===== config.mk =====
export PLATFORM = sky130hd
export DESIGN_NAME = sleep_wake_scanner_top
export DESIGN_NICKNAME = d
export VERILOG_FILES = /design/src/design/sws_pkg.sv /design/src/design/sws_ram.sv /design/src/design/sws_front.sv /design/src/design/sws_back.sv /design/src/design/sleep_wake_scanner_top.sv
export SDC_FILE = /design/constraint.sdc
export NUM_CORES = 2
export LEC_CHECK = 0
export BUFFER_PORTS_ARGS = -buffer_cell sky130_fd_sc_hd__buf_2
export CORE_ASPECT_RATIO = 0.6
export CORE_MARGIN = 2
export CORE_UTILIZATION = 45
export CTS_BUF_LIST = sky130_fd_sc_hd__clkbuf_8
export DETAILED_ROUTE_END_ITERATION = 7
export GPL_TIMING_DRIVEN = 0
export PLACE_DENSITY = 0.71
export SYNTH_ARGS = -nofsm -noshare
export SYNTH_HDL_FRONTEND = slang
export SYNTH_HIERARCHICAL = 1
export SYNTH_SLANG_ARGS = --single-unit

===== constraint.sdc =====
create_clock -name clk -period 7.5 [get_ports clk]
set_input_delay 0.375 -clock clk [delete_from_list [all_inputs] [get_ports clk]]
set_output_delay 0.375 -clock clk [all_outputs]
set_load 0.01 [all_outputs]

===== src/design/sws_pkg.sv =====
package sws_pkg;

	localparam int TASK_SLOTS_DEF = 32;

	localparam logic [24:0] EPOCH_USEC_RESET = 25'd32000000;
	localparam logic [9:0]  GUARD_USEC_RESET = 10'd40;

	// configuration register indexes
	localparam logic REG_EPOCH_USEC = 1'b0;
	localparam logic REG_GUARD_USEC = 1'b1;

	typedef enum logic [1:0] {
		OP_SLEEP    = 2'd0,
		OP_MATCH    = 2'd1,
		OP_OVERFLOW = 2'd2,
		OP_SETUP    = 2'd3
	} op_t;

	// classified command held in the queue between front and back
	typedef struct packed {
		op_t         op;
		logic        in_range;
		logic [4:0]  task_req;
		logic [31:0] wake_epoch;
		logic [24:0] wake_usec;
		logic [24:0] timer_now;
		logic        blocks_on_object;
		logic        enable;
		logic [7:0]  priority_req;
	} cmd_t;

	typedef struct packed {
		logic [31:0] woken_mask;
		logic        any_woken;
		logic [7:0]  top_priority;
		logic [25:0] compare_value;
		logic        must_block;
		logic [31:0] epoch_now;
	} res_t;

endpackage


===== src/design/sws_ram.sv =====
module sws_ram
	import sws_pkg::*;
#(
	parameter int WIDTH = 32,
	parameter int DEPTH = 32
) (
	input  logic                     clk,
	input  logic                     we,
	input  logic [$clog2(DEPTH)-1:0] waddr,
	input  logic [WIDTH-1:0]         wdata,
	input  logic [$clog2(DEPTH)-1:0] raddr,
	output logic [WIDTH-1:0]         rdata
);

	logic [WIDTH-1:0] mem_q [DEPTH];

	always_ff @(posedge clk) begin
		if (we) begin
			mem_q[waddr] <= wdata;
		end
		rdata <= mem_q[raddr];
	end

endmodule


===== src/design/sws_front.sv =====
module sws_front
	import sws_pkg::*;
#(
	parameter int TASK_SLOTS = TASK_SLOTS_DEF
) (
	input  logic        clk,
	input  logic        arst_n,
	input  logic        start,
	output logic        busy,
	input  logic [1:0]  opcode,
	input  logic [4:0]  task_req,
	input  logic [31:0] wake_epoch,
	input  logic [24:0] wake_usec,
	input  logic [24:0] timer_now,
	input  logic        blocks_on_object,
	input  logic        enable,
	input  logic [7:0]  priority_req,
	output logic        cmd_valid,
	output cmd_t        cmd,
	input  logic        cmd_pop
);

	// two-entry queue
	cmd_t       ent_q [2];
	logic       wr_ptr_q;
	logic       rd_ptr_q;
	logic [1:0] count_q;
	logic       push;
	cmd_t       new_cmd;

	assign busy      = (count_q == 2'd2);
	assign push      = start && !busy;
	assign cmd_valid = (count_q != 2'd0);
	assign cmd       = ent_q[rd_ptr_q];

	always_comb begin
		new_cmd                  = '0;
		new_cmd.op               = op_t'(opcode);
		new_cmd.in_range         = ({2'b00, task_req} < 7'(TASK_SLOTS));
		new_cmd.task_req         = task_req;
		new_cmd.wake_epoch       = wake_epoch;
		new_cmd.wake_usec        = wake_usec;
		new_cmd.timer_now        = timer_now;
		new_cmd.blocks_on_object = blocks_on_object;
		new_cmd.enable           = enable;
		new_cmd.priority_req     = priority_req;
	end

	always_ff @(posedge clk) begin
		if (push) begin
			ent_q[wr_ptr_q] <= new_cmd;
		end
	end

	always_ff @(posedge clk or negedge arst_n) begin
		if (!arst_n) begin
			wr_ptr_q <= 1'b0;
			rd_ptr_q <= 1'b0;
			count_q  <= 2'd0;
		end else begin
			if (push) begin
				wr_ptr_q <= ~wr_ptr_q;
			end
			if (cmd_pop) begin
				rd_ptr_q <= ~rd_ptr_q;
			end
			if (push && !cmd_pop) begin
				count_q <= count_q + 2'd1;
			end else if (!push && cmd_pop) begin
				count_q <= count_q - 2'd1;
			end
		end
	end

endmodule


===== src/design/sws_back.sv =====
module sws_back
	import sws_pkg::*;
#(
	parameter int TASK_SLOTS = TASK_SLOTS_DEF
) (
	input  logic        clk,
	input  logic        arst_n,
	input  logic [24:0] epoch_usec,
	input  logic [9:0]  guard_usec,
	input  logic        cmd_valid,
	input  cmd_t        cmd,
	output logic        cmd_pop,
	output logic        done,
	output res_t        res
);

	localparam int SW = (TASK_SLOTS > 1) ? $clog2(TASK_SLOTS) : 1;
	localparam logic [SW-1:0] LAST = SW'(TASK_SLOTS - 1);

	typedef enum logic [2:0] {
		ST_IDLE = 3'b001,
		ST_SCAN = 3'b010,
		ST_FIN  = 3'b100
	} state_t;

	state_t state_q;

	logic [31:0]           epoch_q;
	logic [25:0]           cmp_q;
	logic [TASK_SLOTS-1:0] armed_q;
	logic [TASK_SLOTS-1:0] on_q;
	logic [TASK_SLOTS-1:0] run_q;

	logic [24:0]  now_q;
	logic [24:0]  next_q;
	logic [31:0]  mask_q;
	logic         any_q;
	logic [7:0]   top_q;
	logic [SW-1:0] issue_q;
	logic          issuing_q;
	logic          eval_vld_s1;
	logic [SW-1:0] eval_idx_s1;

	logic          done_q;
	res_t          res_q;

	// table ports
	logic [SW-1:0] slot;
	logic          tw_we;
	logic          rank_we;
	logic [31:0]   e_rd;
	logic [24:0]   u_rd;
	logic [7:0]    r_rd;

	// sleep decision
	logic         ep_ok;
	logic         ep_same;
	logic         guard_ok;
	logic         sleep_ok;
	logic         blk;
	logic [25:0]  cmp_new;

	// scan evaluation
	logic         part;
	logic         expired;
	logic [6:0]   eval_ix7;

	assign slot = SW'({2'b00, cmd.task_req});
	assign cmd_pop = (state_q == ST_IDLE) && cmd_valid;

	assign tw_we   = cmd_pop && (cmd.op == OP_SLEEP) && cmd.in_range && ep_ok;
	assign rank_we = cmd_pop && (cmd.op == OP_SETUP) && cmd.in_range;

	sws_ram #(.WIDTH(32), .DEPTH(TASK_SLOTS)) u_epoch_ram (
		.clk(clk), .we(tw_we), .waddr(slot), .wdata(cmd.wake_epoch),
		.raddr(issue_q), .rdata(e_rd)
	);

	sws_ram #(.WIDTH(25), .DEPTH(TASK_SLOTS)) u_usec_ram (
		.clk(clk), .we(tw_we), .waddr(slot), .wdata(cmd.wake_usec),
		.raddr(issue_q), .rdata(u_rd)
	);

	sws_ram #(.WIDTH(8), .DEPTH(TASK_SLOTS)) u_rank_ram (
		.clk(clk), .we(rank_we), .waddr(slot), .wdata(cmd.priority_req),
		.raddr(issue_q), .rdata(r_rd)
	);

	always_comb begin
		ep_ok    = (cmd.wake_epoch >= epoch_q);
		ep_same  = (cmd.wake_epoch == epoch_q);
		guard_ok = ({1'b0, cmd.wake_usec} > ({1'b0, cmd.timer_now} + {16'd0, guard_usec}));
		sleep_ok = cmd.in_range && ep_ok && (!ep_same || guard_ok);
		blk      = cmd.in_range && (cmd.blocks_on_object || sleep_ok);
		cmp_new  = cmp_q;
		if (cmd.in_range && ep_same && guard_ok && ({1'b0, cmd.wake_usec} < cmp_q)) begin
			cmp_new = {1'b0, cmd.wake_usec};
		end
	end

	always_comb begin
		part     = on_q[eval_idx_s1] && !run_q[eval_idx_s1] && armed_q[eval_idx_s1];
		expired  = (e_rd < epoch_q) || ((e_rd == epoch_q) && (u_rd <= now_q));
		eval_ix7 = 7'(eval_idx_s1);
	end

	always_ff @(posedge clk) begin
		if (cmd_pop && ((cmd.op == OP_MATCH) || (cmd.op == OP_OVERFLOW))) begin
			now_q <= cmd.timer_now;
		end
		if (cmd_pop) begin
			res_q.woken_mask    <= '0;
			res_q.any_woken     <= 1'b0;
			res_q.top_priority  <= '0;
			res_q.must_block    <= (cmd.op == OP_SLEEP) && blk;
			res_q.epoch_now     <= epoch_q;
			res_q.compare_value <= (cmd.op == OP_SLEEP) ? cmp_new : cmp_q;
		end
		if (state_q == ST_FIN) begin
			res_q.woken_mask   <= mask_q;
			res_q.any_woken    <= any_q;
			res_q.top_priority <= top_q;
			res_q.must_block   <= 1'b0;
			res_q.epoch_now    <= epoch_q;
			res_q.compare_value <= (next_q < epoch_usec) ? {1'b0, next_q}
				: ({1'b0, epoch_usec} + 26'd1);
		end
	end

	always_ff @(posedge clk or negedge arst_n) begin
		if (!arst_n) begin
			state_q     <= ST_IDLE;
			epoch_q     <= '0;
			cmp_q       <= {1'b0, EPOCH_USEC_RESET} + 26'd1;
			armed_q     <= '0;
			on_q        <= '0;
			run_q       <= '0;
			next_q      <= '0;
			mask_q      <= '0;
			any_q       <= 1'b0;
			top_q       <= '0;
			issue_q     <= '0;
			issuing_q   <= 1'b0;
			eval_vld_s1 <= 1'b0;
			eval_idx_s1 <= '0;
			done_q      <= 1'b0;
		end else begin
			done_q <= (state_q == ST_FIN) ||
				(cmd_pop && ((cmd.op == OP_SLEEP) || (cmd.op == OP_SETUP)));
			unique case (state_q)
				ST_IDLE: begin
					if (cmd_pop) begin
						case (cmd.op)
							OP_SLEEP: begin
								cmp_q <= cmp_new;
								if (tw_we) begin
									armed_q[slot] <= 1'b1;
								end
								if (blk) begin
									run_q[slot] <= 1'b0;
								end
							end
							OP_SETUP: begin
								if (cmd.in_range) begin
									on_q[slot]    <= cmd.enable;
									run_q[slot]   <= cmd.enable;
									armed_q[slot] <= 1'b0;
								end
							end
							default: begin
								if (cmd.op == OP_OVERFLOW) begin
									epoch_q <= epoch_q + 32'd1;
								end
								next_q    <= epoch_usec;
								mask_q    <= '0;
								any_q     <= 1'b0;
								top_q     <= '0;
								issue_q   <= SW'(1);
								issuing_q <= 1'b1;
								state_q   <= ST_SCAN;
							end
						endcase
					end
				end
				ST_SCAN: begin
					// issuing stops in the cycle before the last slot is evaluated
					eval_vld_s1 <= issuing_q;
					eval_idx_s1 <= issue_q;
					if (issuing_q) begin
						if (issue_q == LAST) begin
							issuing_q <= 1'b0;
						end else begin
							issue_q <= issue_q + SW'(1);
						end
					end
					if (eval_vld_s1) begin
						if (part && expired) begin
							armed_q[eval_idx_s1] <= 1'b0;
							run_q[eval_idx_s1]   <= 1'b1;
							if (eval_ix7 < 7'd32) begin
								mask_q[eval_ix7[4:0]] <= 1'b1;
							end
							if (!any_q || (r_rd > top_q)) begin
								top_q <= r_rd;
							end
							any_q <= 1'b1;
						end else if (part && (e_rd == epoch_q) && (u_rd < next_q)) begin
							next_q <= u_rd;
						end
						if (eval_idx_s1 == LAST) begin
							state_q <= ST_FIN;
						end
					end
				end
				ST_FIN: begin
					cmp_q   <= (next_q < epoch_usec) ? {1'b0, next_q}
						: ({1'b0, epoch_usec} + 26'd1);
					state_q <= ST_IDLE;
				end
				default: begin
					state_q <= ST_IDLE;
				end
			endcase
		end
	end

	assign done = done_q;
	assign res  = res_q;

endmodule


===== src/design/sleep_wake_scanner_top.sv =====
// sleep/wake scanner: wake-up table of a sleeping task scheduler
// command channel: an item transfers on a rising edge with start high and
//   busy low; opcode selects sleep request, compare match, epoch overflow
//   or task setup, the other fields travel with it
// a front queue of two entries takes items while the back end works, so
//   busy rises only when both entries are held
// result channel: one result per item, shown for exactly one cycle with done
//   high; the receiver cannot stall, so results are never held back
// processing: sleep and setup items finish with a registered done once the
//   back end takes them; match and overflow items walk slots 1 up to
//   TASK_SLOTS-1, one slot a cycle through the registered table read, then
//   pass a finish state; the back end takes no new item until the scan is
//   through, so the scan sets the throughput
// configuration: cfg_valid/cfg_ready with cfg_index 0 epoch_usec and
//   1 guard_usec; cfg_ready is always high, write only while idle
// reset: arst_n clears the queue, epoch counter and all task flags, sets
//   the compare value to the reset epoch length plus one and restores the
//   register defaults; table contents matter only once a slot is armed
module sleep_wake_scanner_top
	import sws_pkg::*;
#(
	parameter int TASK_SLOTS = TASK_SLOTS_DEF
) (
	input  logic        clk,
	input  logic        arst_n,
	// command channel
	input  logic        start,
	output logic        busy,
	input  logic [1:0]  opcode,
	input  logic [4:0]  task_req,
	input  logic [31:0] wake_epoch,
	input  logic [24:0] wake_usec,
	input  logic [24:0] timer_now,
	input  logic        blocks_on_object,
	input  logic        enable,
	input  logic [7:0]  priority_req,
	// configuration channel
	input  logic        cfg_valid,
	output logic        cfg_ready,
	input  logic        cfg_index,
	input  logic [31:0] cfg_data,
	// result channel
	output logic        done,
	output logic [31:0] woken_mask,
	output logic        any_woken,
	output logic [7:0]  top_priority,
	output logic [25:0] compare_value,
	output logic        must_block,
	output logic [31:0] epoch_now
);

	logic [24:0] epoch_usec_q;
	logic [9:0]  guard_usec_q;

	logic cmd_valid;
	logic cmd_pop;
	cmd_t cmd;
	res_t res;

	// configuration registers, always ready
	assign cfg_ready = 1'b1;

	always_ff @(posedge clk or negedge arst_n) begin
		if (!arst_n) begin
			epoch_usec_q <= EPOCH_USEC_RESET;
			guard_usec_q <= GUARD_USEC_RESET;
		end else if (cfg_valid && cfg_ready) begin
			if (cfg_index == REG_EPOCH_USEC) begin
				epoch_usec_q <= cfg_data[24:0];
			end else if (cfg_index == REG_GUARD_USEC) begin
				guard_usec_q <= cfg_data[9:0];
			end
		end
	end

	// front: takes the transfer, classifies it and queues it
	sws_front #(.TASK_SLOTS(TASK_SLOTS)) u_front (
		.clk(clk), .arst_n(arst_n),
		.start(start), .busy(busy),
		.opcode(opcode), .task_req(task_req),
		.wake_epoch(wake_epoch), .wake_usec(wake_usec),
		.timer_now(timer_now), .blocks_on_object(blocks_on_object),
		.enable(enable), .priority_req(priority_req),
		.cmd_valid(cmd_valid), .cmd(cmd), .cmd_pop(cmd_pop)
	);

	// back: owns the task table and runs the slot scan
	sws_back #(.TASK_SLOTS(TASK_SLOTS)) u_back (
		.clk(clk), .arst_n(arst_n),
		.epoch_usec(epoch_usec_q), .guard_usec(guard_usec_q),
		.cmd_valid(cmd_valid), .cmd(cmd), .cmd_pop(cmd_pop),
		.done(done), .res(res)
	);

	assign woken_mask    = res.woken_mask;
	assign any_woken     = res.any_woken;
	assign top_priority  = res.top_priority;
	assign compare_value = res.compare_value;
	assign must_block    = res.must_block;
	assign epoch_now     = res.epoch_now;

endmodule


* Yosys cells after proc, flatten, opt, wreduce, memory -nomap -nowiden *
Memories as Yosys holds them, arrays and structs flattened. A register that Yosys moved wholly into a read port is not among the register bits.
Cells that the tools add are included.

cells by class
  $add $sub $neg = 6
  multiply operators = 0
  divide/modulo/power cells = 0
  $lt $le $gt $ge = 13
  equal/unequal tests = 26
  shift operators = 0
  muxes and demuxes = 79
  bitwise gates (word level) = 12
  reduce and logical (&&, ||, !) cells = 60

operators with widths
  kind                                           number
  2-to-1 mux 32 bit                              15
  one-hot mux 32 bit (2 select lines)            5
  2-to-1 mux 100 bit                             2
  2-to-1 mux 25 bit                              5
  2-to-1 mux 26 bit                              4
  bitwise AND 32 bit                             3
  OR 32 bit                                      3
  bitwise mux 32 bit                             2
  equality test 32 bit                           2
  inverter 32 bit                                2
  one-hot mux 26 bit (2 select lines)            1
  < comparator 25 bit                            2
  one-hot mux 25 bit (2 select lines)            1
  2-to-1 mux 8 bit                               5
  adder 32 x 1 -> 32 bit, second input constant  1
  greater-or-equal comparator 32 bit             1
  < comparator 32 bit                            1
  adder 25 x 1 -> 26 bit, second input constant  1
  adder 25 x 10 -> 26 bit                        1
  > comparator 25 x 26 -> 1 bit                  1
  < comparator 25 x 26 -> 1 bit                  1
  less-or-equal comparator 25 bit                1
  logical AND 1 bit                              21
  2-to-1 mux 5 bit                               4
  39 further kinds                               111

storage, ports and cells
  register bits after elaboration = 400
  bits in latches = 0
  memory bits (writable) = 2278
  memory bits (read-only) = 0
  memories kept = 4

memories
  name                      words  width  rd ports  clocked after memory_dff  wr ports  RTL line         text
  u_back.u_epoch_ram.mem_q  32     32     1         1                         1         sws_ram.sv:15    logic [WIDTH-1:0] mem_q [DEPTH];
  u_back.u_usec_ram.mem_q   32     25     1         1                         1         sws_ram.sv:15
  u_back.u_rank_ram.mem_q   32     8      1         1                         1         sws_ram.sv:15
  u_front.ent_q             2      99     1         0                         1         sws_front.sv:24  cmd_t ent_q [2];

* Longest topological paths before layout *
  depth in word-level cells = 11
  mapped depth = 26
  depth with buffers taken out = 22

* By module *
Netlist, hierarchy kept.

modules (own cells, without submodules)
  module                         instances  cells an instance  area each (um2)
  sws_ram at u_back.u_epoch_ram  1          2260               40492.6
  sws_ram at u_back.u_usec_ram   1          1778               31826.8
  sws_back                       1          2308               22694.3
  sws_ram at u_back.u_rank_ram   1          417                10053.4
  sws_front                      1          329                7852.5
  sleep_wake_scanner_top         1          77                 1438.9

* Least setup slack after synthesis *
No wires, ideal clock.

  path kind = flip-flop to flip-flop
  start point = reg u_front.rd_ptr_q
  end point = mem u_back.u_epoch_ram.mem_q[28][0], enable pin
  library setup time = 0.421 ns
  arrival = 4.961 ns
  required time = 7.079 ns
  setup slack = 2.118 ns
  stages on the path, launching flop included = 14
  path through = dfrtp_1 > buf_6 > buf_12 > mux2_4 > ha_1 > nand4_1 > or4_1 > nor2_1 > a2111oi_0 > o311ai_1 > nor3b_2 > or3b_2 > clkbuf_1 > nor2_1

RTL lines
  what                      RTL line         text
  start: declaration        sws_front.sv:26  logic rd_ptr_q;
  start signal: assignment  sws_front.sv:65  rd_ptr_q <= ~rd_ptr_q;
  end: declaration          sws_ram.sv:15

==> results.cfg <==
[cts]
numCtsBuffers = 403
cts_tree = yes
cts_sinks = 2743
ctsHtreeMaxLevel = 5
cts.clk_slew.worst_paths_ns = 0.07
cts-root-buf = clkbuf_8
clk_path_buf_depth = 4
clk_latency_ns = 0.99

[yosys]
synth_area_sq_mm = 0.114
synthCells = 7169
postSynthAreaPerCell_sq_um = 16.0
synth_most_common_cell = edfxtp_1
synth_area_leaders = edfxtp_1 63%, mux2i_1 9.1%, dfrtp_1 5.6%
synth.ff_latch_count = 2743
async_reset_ff_share_pct = 10.0
netlist_top_cells_count = 2402 x edfxtp_1, 1045 x mux2i_1, 359 x nor2_1
ys_warn_count = 6
syn-num-nets = 7518
synth_edf_count = 2402
synth_flop_cell = edfxtp_1
synth_area_leader_cell = edfxtp_1
netlist.area_leader.share_pct = 63.1
ys_seq_area_share_pct = 70.3
synth_cell_types = 95

[grt]
use_met3_pct = 6.46
grt_usage_pct = 24.7
grt_max_degree = 113
busiest_layer = met1
grt_first_pass_wirelength_mm = 464
grtUsageMet2_pct = 33.2
overflow = 0
antenna_found_initial = 30
grt_pass1_vias = 66042
met1_usage_pct = 38.7

[routing]
drtIter0Drc = 9988
drtAntennaViolNets = 0
wire_per_inst_um = 27.9
vias = 69867
vias_per_cell = 5.95
first_pass_iters = 6
totalWireLength_mm = 328
drc_errors = 0

[cells_and_area]
drive_above_1_share_pct = 16.9
fin_cells = 11733
post-route-util_pct = 51.5
areaGrowthSynthToFinish_pct = 14.0
fin_nets = 8335
final_cell_area_sq_mm = 0.130

[worst_setup_path]
crit_family = simple AND/OR/NAND/NOR gates
worstSetupPathType = flop to flop
required_ns = 8.02
crit_path_end_kind = flop
cp_data_arrival_time_ns = 7.85
slowest_stage = nor2_4
critPathLaunchType = flop
worst-path-buf-inv = 2
critPathMaxFanout = 33
r2r_slack_ns = 0.17
path_cells = buf_6 > buf_12 > mux2_4 > ha_1 > nand4_1 > or4_1 > nor2_1 > a2111oi_0 > o311ai_1 > nor3b_4 > nand3b_1 > nor2_4
max_stage_delay_ns = 1.10

[power]
finalPower_mw = 46.6
clockPowerShare_pct = 24.4
sw_frac_of_total_pct = 36.0
p_sw_mw = 16.8
p_leak_nw = 50.5
p_int_mw = 29.8
combinationalPowerShare_pct = 32.3
p_seq_share_pct = 43.3
p_per_area_mw_per_mm2 = 357
ir_drop_mv = 0.361

[floorplanning]
fp.dieW_um = 655
fp.dieH_um = 394
fp.coreArea_sq_mm = 0.253
io_pins = 239
rows = 143
start_util_pct = 45.2
dieArea_sq_mm = 0.258

[sta]
fin_ws_ns = 0.171
rsz0062_at_grt = false
tightest_slew_ns = 1.37
period_needed_ns = 7.33
max_slew_margin_pct = 8.30
setup_viol = 0
final_hold_viol_count = 0
slew_violations = 0
fmax_ghz = 0.136
clock_skew_ns = 0.121
min_period_over_period_pct = 97.7

[run_status]
status = finished clean

[placed_design]
numPortBuffers = 230
dp_worst_setup_slack_ns = -0.0527
gp_congestion = 0.949
dp_hpwl_mm = 227
dp_cells = 10853
post_dp_cell_area_sq_mm = 0.121

[hold_path]
hold_path.class = input port to flop

[run]
max_cap_violations = 0
## flip-flops by register name, indices dropped and copies added (netlist names), 5 cells and up, named ones only
| signal | cells |
|---|---|
| epoch_usec_q | 25 |
| guard_usec_q | 10 |
| u_back/cmp_q | 26 |
| u_back/epoch_q | 32 |
| u_back/eval_idx_s1 | 5 |
| u_back/issue_q | 5 |
| u_back/mask_q | 32 |
| u_back/next_q | 25 |
| u_back/now_q | 25 |
| u_back/on_q | 32 |
| u_back/res | 100 |
| u_back/run_q | 32 |
| u_back/top_q | 8 |
| u_back/u_epoch_ram/mem_q | 1024 |
| u_back/u_epoch_ram/rdata | 32 |
| u_back/u_rank_ram/mem_q | 256 |
| u_back/u_rank_ram/rdata | 8 |
| u_back/u_usec_ram/mem_q | 800 |
| u_back/u_usec_ram/rdata | 25 |
| u_front/ent_q | 198 |
## metal layers
layer  vias up  part of all wire (%)
li1      29463                     -
met1     35514                    43
met2      4363                    40
met3       517                    13
met4        10                   3.2
met5         -                 0.019
## worst register-to-register path, cell delays in order (launching register included)
cell       delay (ns)
dfrtp_1          0.34
buf_6            0.35
buf_12           0.25
mux2_4           0.53
ha_1             0.43
nand4_1          0.15
or4_1            0.65
nor2_1           0.74
a2111oi_0        0.37
o311ai_1         0.32
nor3b_4          0.82
nand3b_1         0.84
nor2_4           1.10
## placed cells by master, fill, tap and decap left out, drive strengths merged, types with 134 or more instances in the layout
master and instances:
a21oi 291, a22oi 173, buf 500, clkbuf 590, dfrtp 257, dlygate4sd3 134
edfxtp 2402, ha 212, inv 329, mux2 176, mux2i 1045, nand2 335
nand3 258, nor2 362, o21ai 136
## per-stage QoR
step / hold WS [ns] / setup TNS (ns)
floorplan: 0.0794 / 0
global placement: 0.448 / -1806.71
detailed placement: 0.375 / -1.60
CTS: 0.00687 / 0
finish: 0.0815 / 0
global route: 0.0460 / 0
## timing repair
action,in CTS,in global routing
hold buffers,135,0
endpoints found under the setup margin,172,0
resized for setup,1,0
buffers inserted,0,0
hold endpoints to repair,484,0
## cell families after synthesis
family | synth area share, %
AO/OA/AOI/OAI | 5.78
XOR/XNOR | 0.636
adder cells (fa/ha/maj) | 2.34
buffers and inverters | 2.66
flip-flops | 70.3
multiplexers | 13.0
other | 0.00657
AND/OR/NAND/NOR | 5.31
## power by group through the flow
stage	clock, mW	sequential, mW	combinational (mW)
2_1_floorplan	0	20.3	8.63
3_3_place_gp	0	20.5	13.9
3_5_place_dp	0	20.4	14.6
4_1_cts	11.5	20.1	14.7
5_1_grt	12.2	20.2	15.8
6_report	11.4	20.2	15.1
## path summary, 6_finish.rpt
check	start	cells after the start	end
worst max-delay path	u_front/rd_ptr_q$_DFFE_PN0P_	12	u_back/u_usec_ram/mem_q[2][9]$_DFFE_PP_
min in group asynchronous	arst_n	4	u_back/mask_q[16]$_DFFE_PN0P_
worst min register to register	u_back/u_rank_ram/rdata[0]$_DFF_P_	2	u_back/top_q[0]$_DFFE_PN0P_
worst min-delay path	cfg_index	5	epoch_usec_q[7]$_DFFE_PN0P_
max in group asynchronous	arst_n	4	u_back/top_q[3]$_DFFE_PN0P_
worst max register to register	u_front/rd_ptr_q$_DFFE_PN0P_	12	u_back/u_usec_ram/mem_q[2][9]$_DFFE_PP_
## layout make-up
type / count / area (sq um)
clock buffer: 442 / 6080
sequential: 2743 / 80400
inverter: 176 / 666
buffer: 370 / 2380
antenna: 21 / 52.6
timing repair buffer: 412 / 3700
tap: 3407 / 4260
clock inverter: 282 / 1370
multi-input combinational: 3880 / 31500
fill: 20299 / 123000
Note: power is estimated with default switching activity, not from simulation.
